`config.mk`:
```
export PLATFORM = sky130hd
export DESIGN_NAME = framed_serial_receiver_flat
export DESIGN_NICKNAME = d
export VERILOG_FILES = /design/src/hdl/fsr_pkg.sv /design/src/hdl/fsr_req_if.sv /design/src/hdl/fsr_rsp_if.sv /design/src/hdl/fsr_parser.sv /design/src/hdl/framed_serial_receiver.sv /design/src/flat_wrapper.sv
export SDC_FILE = /design/constraint.sdc
export NUM_CORES = 1
export LEC_CHECK = 0
export BUFFER_PORTS_ARGS = -buffer_cell sky130_fd_sc_hd__buf_2
export CORE_AREA = 2 2 67 100
export CTS_CLUSTER_DIAMETER = 40
export DETAILED_ROUTE_END_ITERATION = 6
export DIE_AREA = 0 0 69 102
export PLACE_DENSITY = 0.73
export SYNTH_ARGS = -nofsm -noshare
export SYNTH_HDL_FRONTEND = slang
export SYNTH_SLANG_ARGS = --single-unit
```
`constraint.sdc`:
```
create_clock -name clock -period 3.1 [get_ports clock]
set_input_delay 0.62 -clock clock [delete_from_list [all_inputs] [get_ports clock]]
set_output_delay 0.62 -clock clock [all_outputs]
set_load 0.005 [all_outputs]
```
`src/hdl/fsr_pkg.sv`:
```
package fsr_pkg;

   // Frame limits. The length byte counts the whole frame.
   localparam logic [7:0] FRAME_MAX = 8'd11;
   localparam logic [7:0] MIN_LEN   = 8'd7;
   localparam logic [3:0] CMD_POS   = 4'd5;

   // Reception phases.
   localparam logic [1:0] PH_HUNT = 2'd0;
   localparam logic [1:0] PH_LEN  = 2'd1;
   localparam logic [1:0] PH_ADDR = 2'd2;
   localparam logic [1:0] PH_DATA = 2'd3;

   // Result status codes.
   localparam logic [2:0] ST_IDLE      = 3'd0;
   localparam logic [2:0] ST_OK        = 3'd1;
   localparam logic [2:0] ST_BAD_SUM   = 3'd2;
   localparam logic [2:0] ST_BAD_ADDR  = 3'd3;
   localparam logic [2:0] ST_BAD_LEN   = 3'd4;
   localparam logic [2:0] ST_LOCKED    = 3'd5;

   // Transaction function codes.
   localparam logic FN_BYTE    = 1'b0;
   localparam logic FN_RELEASE = 1'b1;

   // Configuration registers.
   localparam int unsigned  CSR_INDEX_W     = 1;
   localparam logic [0:0]   REG_START_BYTE  = 1'b0;
   localparam logic [0:0]   REG_OWN_ADDRESS = 1'b1;
   localparam logic [7:0]   START_BYTE_RST  = 8'hFE;
   localparam logic [7:0]   OWN_ADDRESS_RST = 8'h02;

   typedef struct packed {
      logic [1:0] phase;
      logic [3:0] frame_length;
      logic [3:0] byte_position;
      logic [7:0] running_sum;
      logic [7:0] command_byte;
      logic       locked;
   } frame_state_type;

   typedef struct packed {
      logic [2:0] status;
      logic [7:0] command;
   } result_type;

endpackage

```
`src/hdl/fsr_req_if.sv`:
```
interface fsr_req_if;
   logic       valid;
   logic       ready;
   logic       func;
   logic [7:0] rx_byte;

   modport source (output valid, output func, output rx_byte, input ready);
   modport sink (input valid, input func, input rx_byte, output ready);
endinterface

```
`src/hdl/fsr_rsp_if.sv`:
```
interface fsr_rsp_if;
   logic       valid;
   logic       ready;
   logic [2:0] status;
   logic [7:0] command;

   modport source (output valid, output status, output command, input ready);
   modport sink (input valid, input status, input command, output ready);
endinterface

```
`src/hdl/fsr_parser.sv`:
```
// Next-state and result logic for one received transaction.
module fsr_parser (
   input  fsr_pkg::frame_state_type cur,
   input  logic                     func,
   input  logic [7:0]               rx_byte,
   input  logic [7:0]               start_byte,
   input  logic [7:0]               own_address,
   output fsr_pkg::frame_state_type nxt,
   output fsr_pkg::result_type      result
);

   fsr_pkg::frame_state_type cleared;
   logic [7:0]               sum_plus;
   logic                     last_byte;

   assign sum_plus  = cur.running_sum + rx_byte;
   assign last_byte = ({1'b0, cur.byte_position} + 5'd1) >= {1'b0, cur.frame_length};

   always_comb begin
      cleared               = cur;
      cleared.phase         = fsr_pkg::PH_HUNT;
      cleared.frame_length  = 4'd0;
      cleared.byte_position = 4'd0;
      cleared.running_sum   = 8'd0;
      cleared.command_byte  = 8'd0;
   end

   always_comb begin
      nxt            = cur;
      result.status  = fsr_pkg::ST_IDLE;
      result.command = 8'd0;
      if (func == fsr_pkg::FN_RELEASE) begin
         nxt        = cleared;
         nxt.locked = 1'b0;
      end else if (cur.locked) begin
         result.status = fsr_pkg::ST_LOCKED;
      end else begin
         unique case (cur.phase)
            fsr_pkg::PH_HUNT: begin
               if (rx_byte == start_byte) begin
                  nxt.running_sum   = rx_byte;
                  nxt.byte_position = 4'd1;
                  nxt.phase         = fsr_pkg::PH_LEN;
               end
            end
            fsr_pkg::PH_LEN: begin
               if (rx_byte < fsr_pkg::MIN_LEN || rx_byte > fsr_pkg::FRAME_MAX) begin
                  result.status = fsr_pkg::ST_BAD_LEN;
                  nxt           = cleared;
               end else begin
                  nxt.frame_length  = rx_byte[3:0];
                  nxt.running_sum   = sum_plus;
                  nxt.byte_position = 4'd2;
                  nxt.phase         = fsr_pkg::PH_ADDR;
               end
            end
            fsr_pkg::PH_ADDR: begin
               if (rx_byte != own_address) begin
                  result.status = fsr_pkg::ST_BAD_ADDR;
                  nxt           = cleared;
               end else begin
                  nxt.running_sum   = sum_plus;
                  nxt.byte_position = 4'd3;
                  nxt.phase         = fsr_pkg::PH_DATA;
               end
            end
            default: begin
               if (last_byte) begin
                  if (cur.running_sum == rx_byte) begin
                     result.status  = fsr_pkg::ST_OK;
                     result.command = cur.command_byte;
                     nxt            = cleared;
                     nxt.locked     = 1'b1;
                  end else begin
                     result.status = fsr_pkg::ST_BAD_SUM;
                     nxt           = cleared;
                  end
               end else begin
                  if (cur.byte_position == fsr_pkg::CMD_POS) begin
                     nxt.command_byte = rx_byte;
                  end
                  nxt.running_sum   = sum_plus;
                  nxt.byte_position = cur.byte_position + 4'd1;
               end
            end
         endcase
      end
   end

endmodule

```
`src/hdl/framed_serial_receiver.sv`:
```
// Framed serial receiver.
// Each request transaction carries either one received byte (func 0) or a
// release marker (func 1) that says the reply has been sent. The receiver hunts
// for the start byte, then checks the length byte, the address byte and finally
// the check byte, which must equal the sum modulo 256 of all bytes before it.
// A good frame answers status 1 with its command byte and locks the receiver;
// bytes that arrive while it is locked are answered with status 5 until a
// release transaction comes in.
// Every request transaction yields exactly one response transaction, registered
// in the cycle after it is accepted. One transaction is taken per cycle unless
// responses stall: the whole update is a single pass through the parser logic
// into the state and response registers. A held response blocks new requests,
// and reception resumes in the same cycle that the response is taken.
// Reset is synchronous: it empties the response register, returns the receiver
// to hunting, unlocks it, restores start byte FE and own address 02. The csr_
// port writes both registers; users must use it only while idle (not enforced).
module framed_serial_receiver (
   input  logic                               clock,
   input  logic                               reset,
   fsr_req_if.sink                            req_ch,
   fsr_rsp_if.source                          rsp_ch,
   input  logic                               csr_we,
   input  logic [fsr_pkg::CSR_INDEX_W-1:0]    csr_index,
   input  logic [7:0]                         csr_wdata
);

   fsr_pkg::frame_state_type state_ff, state_in;
   fsr_pkg::result_type      result_ff, result_in;
   logic                     rsp_valid_ff, rsp_valid_in;
   logic [7:0]               start_byte_ff, own_address_ff;
   logic                     req_take;

   // A new request is taken whenever the response register is empty or is
   // being emptied in this very cycle.
   assign req_ch.ready = !rsp_valid_ff || rsp_ch.ready;
   assign req_take     = req_ch.valid && req_ch.ready;

   fsr_parser u_parser (
      .cur         (state_ff),
      .func        (req_ch.func),
      .rx_byte     (req_ch.rx_byte),
      .start_byte  (start_byte_ff),
      .own_address (own_address_ff),
      .nxt         (state_in),
      .result      (result_in)
   );

   always_comb begin
      rsp_valid_in = rsp_valid_ff;
      if (req_take) begin
         rsp_valid_in = 1'b1;
      end else if (rsp_ch.ready) begin
         rsp_valid_in = 1'b0;
      end
   end

   // Frame state advances only on an accepted transaction.
   always_ff @(posedge clock) begin
      if (reset) begin
         state_ff.phase         <= fsr_pkg::PH_HUNT;
         state_ff.frame_length  <= 4'd0;
         state_ff.byte_position <= 4'd0;
         state_ff.running_sum   <= 8'd0;
         state_ff.command_byte  <= 8'd0;
         state_ff.locked        <= 1'b0;
         rsp_valid_ff           <= 1'b0;
      end else begin
         rsp_valid_ff <= rsp_valid_in;
         if (req_take) begin
            state_ff <= state_in;
         end
      end
   end

   // The response payload needs no reset; it is qualified by the valid flag.
   always_ff @(posedge clock) begin
      if (req_take) begin
         result_ff <= result_in;
      end
   end

   // Configuration registers.
   always_ff @(posedge clock) begin
      if (reset) begin
         start_byte_ff  <= fsr_pkg::START_BYTE_RST;
         own_address_ff <= fsr_pkg::OWN_ADDRESS_RST;
      end else if (csr_we) begin
         unique case (csr_index)
            fsr_pkg::REG_START_BYTE:  start_byte_ff  <= csr_wdata;
            fsr_pkg::REG_OWN_ADDRESS: own_address_ff <= csr_wdata;
         endcase
      end
   end

   assign rsp_ch.valid   = rsp_valid_ff;
   assign rsp_ch.status  = result_ff.status;
   assign rsp_ch.command = result_ff.command;

   // An accepted request always produces a response in the next cycle.
   a_take_gives_response: assert property (@(posedge clock) disable iff (reset)
      req_take |=> rsp_valid_ff)
      else $error("accepted request produced no response");

   // A frame-ok response leaves the receiver locked.
   a_ok_locks: assert property (@(posedge clock) disable iff (reset)
      (rsp_valid_ff && result_ff.status == fsr_pkg::ST_OK) |-> state_ff.locked)
      else $error("frame accepted but receiver not locked");

   // A byte is only ignored as locked while the lock is held.
   a_locked_status: assert property (@(posedge clock) disable iff (reset)
      (rsp_valid_ff && result_ff.status == fsr_pkg::ST_LOCKED) |-> state_ff.locked)
      else $error("locked status reported while unlocked");

   // The command byte is only reported with a good frame.
   a_command_only_ok: assert property (@(posedge clock) disable iff (reset)
      (rsp_valid_ff && result_ff.status != fsr_pkg::ST_OK) |-> result_ff.command == 8'd0)
      else $error("command byte reported without a good frame");

endmodule

```
`src/flat_wrapper.sv`:
```
// flat-port wrapper written by rule: the top's interface ports become plain ports
module framed_serial_receiver_flat 
  (clock, reset, csr_we, csr_index, csr_wdata, req_ch_valid, req_ch_func, req_ch_rx_byte, req_ch_ready, rsp_ch_valid, rsp_ch_status, rsp_ch_command, rsp_ch_ready);
  fsr_req_if req_ch_i ();
  fsr_rsp_if rsp_ch_i ();
  input  logic clock;
  input  logic reset;
  input  logic csr_we;
  input  logic [fsr_pkg::CSR_INDEX_W-1:0] csr_index;
  input  logic [7:0] csr_wdata;
  input wire logic [$bits(req_ch_i.valid)-1:0] req_ch_valid;
  input wire logic [$bits(req_ch_i.func)-1:0] req_ch_func;
  input wire logic [$bits(req_ch_i.rx_byte)-1:0] req_ch_rx_byte;
  output wire logic [$bits(req_ch_i.ready)-1:0] req_ch_ready;
  output wire logic [$bits(rsp_ch_i.valid)-1:0] rsp_ch_valid;
  output wire logic [$bits(rsp_ch_i.status)-1:0] rsp_ch_status;
  output wire logic [$bits(rsp_ch_i.command)-1:0] rsp_ch_command;
  input wire logic [$bits(rsp_ch_i.ready)-1:0] rsp_ch_ready;
  assign req_ch_i.valid = req_ch_valid;
  assign req_ch_i.func = req_ch_func;
  assign req_ch_i.rx_byte = req_ch_rx_byte;
  assign req_ch_ready = req_ch_i.ready;
  assign rsp_ch_valid = rsp_ch_i.valid;
  assign rsp_ch_status = rsp_ch_i.status;
  assign rsp_ch_command = rsp_ch_i.command;
  assign rsp_ch_i.ready = rsp_ch_ready;
  framed_serial_receiver u_core (.clock(clock), .reset(reset), .req_ch(req_ch_i), .rsp_ch(rsp_ch_i), .csr_we(csr_we), .csr_index(csr_index), .csr_wdata(csr_wdata));
endmodule
```
==> out/metrics.yaml <==
routing:
  first_pass_iters: 6
  viasPerCell: 5.85
  routedWlPerCell_um: 15.4
  remaining_drc_errors: 0
  drt-total-wl_um: 7060
  vias: 2693
  ant_nets: 0
  first_iter_violations: 172
clock_tree:
  h-tree-depth: 2
  clk_pin_slew_ns: 0.11
  ctsHoldBuffers: 0
  cts_tree: "built"
  insertion_delay_ns: 0.32
  clock-root-buffer: "clkbuf_8"
  cts_buffer_depth: 2
  cts_buffers: 5
  cts_setup_buffers: 0
  cts_resized: 0
  clock_sinks: 55
global_routing:
  grt_pass1_vias: 2578
  antenna_found_initial: 0
  grt-ovfl-total: 0
  grt_use_total_pct: 20.6
  grt_max_degree: 21
  grt_pass1_wl_um: 11800
placed_design:
  hpwl_um: 5390
  routabilityCongestion: 0.936
  io_buffers: 35
timing:
  slew_violations: 0
  worst_clock_skew_ns: 0.0106
  setup_viol: 0
  setup-tns-final_ns: 0
  hold_violations: 0
  period_minus_slack_ns: 2.78
  fmax_ghz: 0.360
  worst_pin_slew_ns: 0.932
  period_share_pct: 89.6
  rsz0062_at_grt: "false"
  slew_headroom_pct: 37.7
synthesis:
  synth.net_count: 394
  synthXorXnorAreaFrac_pct: 6.39
  synthDistinctLibCells: 64
  postSynthAreaPerCell_um2: 9.32
  synth-seq-cells: 55
  synth_adder_area_share_pct: 7.07
  synth_edf_count: 11
  yosysSeqAreaShare_pct: 36.8
  synth_top_family_by_area: "simple AND/OR/NAND/NOR gates"
  synth_compound_area_share_pct: 16.9
  synth.mux.area_fraction_pct: 6.69
  yosysWarnings: 0
  synthSimpleGateAreaFrac_pct: 19.2
  ys.flop_type: "dfxtp_1"
  synthesis.instances: 353
  synth-async-reset-ratio_pct: 0
  netlist_area_um2: 3290
critical_path:
  path_buf_inv: 0
  crit_fanout: 7
  worst-path-stages: 8
  cp_slowest_cell: "or3b_1"
  critPathKind: "reg2reg"
  worstSetupEndpointType: "register"
  cp.arrival_ns: 3.02
  ff2ff_path_depth: 8
  cp.required_ns: 3.34
  path_cells: "ha_1 > xor2_1 > ha_1 > a21oi_1 > o21ai_1 > a311oi_1 > or3b_1 > o221ai_2"
  max_stage_delay_ns: 0.56
  critPathLaunchType: "register"
  cpLargestDelayFamily: "compound AO/OA/AOI/OAI gates"
  crit_top_cell: "ha_1"
min_path:
  hp-class: "reg2reg"
  hold_depth: 2
floorplanning:
  rows: 35
  initial_core_util_pct: 53.7
  die_h_um: 102
  core_um2: 6130
  dieArea_um2: 7040
  io_pins: 36
  die_x_um: 69
pwr:
  p_per_area_nw_per_um2: 398
  leakagePower_nw: 1.41
  finalPower_mw: 1.42
  vdd_drop_max_v: 0.000272
final_layout:
  layout-drive-gt1-share_pct: 18.1
  fill_cells: 573
  final_cell_mix: "55 x nand2_1, 44 x dfxtp_1, 35 x buf_2, 22 x mux2i_1"
  num_antenna_cells: 0
  areaGrowthSynthToFinish_pct: 8.71
  regArea_um2: 1210
  nNetsFinal: 426
  multi_input_area_um2: 1850
  final_common_cell: "nand2_1"
outcome:
  status: "complete, no violations"
run:
  drv_cap: 0
cells in the mapped netlist, types with 3 or more instances:
library cell / number / share of area, %
nand2_1: 55 / 6.3
buf_6: 4 / 1.4
nand3_1: 20 / 3.0
clkbuf_8: 3 / 1.3
o221ai_2: 4 / 1.8
a32o_1: 3 / 0.91
nor2_1: 10 / 1.1
dfxtp_1: 44 / 27
xnor2_1: 13 / 3.5
a21oi_1: 17 / 2.6
clkbuf_1: 7 / 0.80
ha_1: 17 / 6.5
o211ai_1: 6 / 1.4
a211oi_1: 3 / 0.68
and2_1: 10 / 1.9
inv_1: 20 / 2.3
xor2_1: 11 / 2.9
nor2b_1: 4 / 0.76
o21ai_0: 8 / 1.2
nand4_1: 5 / 0.95
nor3_1: 4 / 0.61
edfxtp_1: 11 / 10
mux2i_1: 22 / 6.7
a31oi_1: 3 / 0.57
tightest hold or removal path, delay by kind of cell, from the launching register on:
| kind | cells | cell delay (ns) |
|---|---|---|
| AND/OR/NAND/NOR | 1 | 0.05 |
| multiplexers | 1 | 0.05 |
| flip-flops | 1 | 0.33 |
logic make-up after synthesis:
group / Yosys count
simple gates: 126
flops: 55
fa+ha+maj: 18
buf+inv: 39
mux: 22
xor+xnor: 24
compound gates: 69
metal layers:
metal  part of all wire [%]  wire [µm]  track usage, %  vias to the layer above
met5                      0          0               0                        -
met4                    3.9        276            10.4                        0
li1                       -          -               -                     1321
met1                     41       2900            23.5                     1283
met3                    3.5        247            2.96                       19
met2                     52       3640            37.7                       70
stage by stage:
| stage | std cells | area [µm²] | hold WS (ns) | utilization, % | setup slack [ns] |
|---|---|---|---|---|---|
| floorplan | 353 | 3290 | 0.430 | - | 0.580 |
| finish | 460 | 3580 | 0.465 | 58.3 | 0.323 |
| global route | 460 | 3580 | 0.484 | 58.3 | 0.192 |
| global placement | 452 | 3470 | 0.439 | 56.7 | 0.448 |
| detailed placement | 452 | 3470 | 0.447 | 56.7 | 0.407 |
| CTS | 460 | 3580 | 0.466 | 58.3 | 0.363 |
worst paths after layout:
kind | from | to | slack [ns]
max | u_core.state_ff[17]$_SDFFE_PP0P_ | u_core.state_ff[15]$_SDFFE_PP0P_ | 0.32
max reg2reg | u_core.state_ff[17]$_SDFFE_PP0P_ | u_core.state_ff[15]$_SDFFE_PP0P_ | 0.32
min | u_core.state_ff[1]$_SDFFE_PP0P_ | u_core.state_ff[1]$_SDFFE_PP0P_ | 0.47
min reg2reg | u_core.state_ff[1]$_SDFFE_PP0P_ | u_core.state_ff[1]$_SDFFE_PP0P_ | 0.47
flip-flops by register name (all words and copies together), names as in the netlist:
| signal | cells |
|---|---|
| u_core.state_ff | 27 |
| u_core.own_address_ff | 8 |
| u_core.rsp_ch.command | 8 |
| u_core.start_byte_ff | 8 |
| u_core.rsp_ch.status | 3 |
| u_core.rsp_ch.valid | 1 |
area by class of cell:
cell class,instances,share of cell area [%]
clock buffers,5,1.92
flip-flops and latches,55,33.9
clock inverters,3,0.945
well taps,74,2.59
multi-input cells,259,51.8
repair buffers,44,6.79
inverters,20,2.10
power breakdown:
part	switching (mW)	total [mW]	internal, mW
registers	0.0129	0.764	0.751
clock network	0.268	0.439	0.171
logic	0.132	0.221	0.0888
total	0.413	1.42	1.01
(Power assumes the default switching activity.)
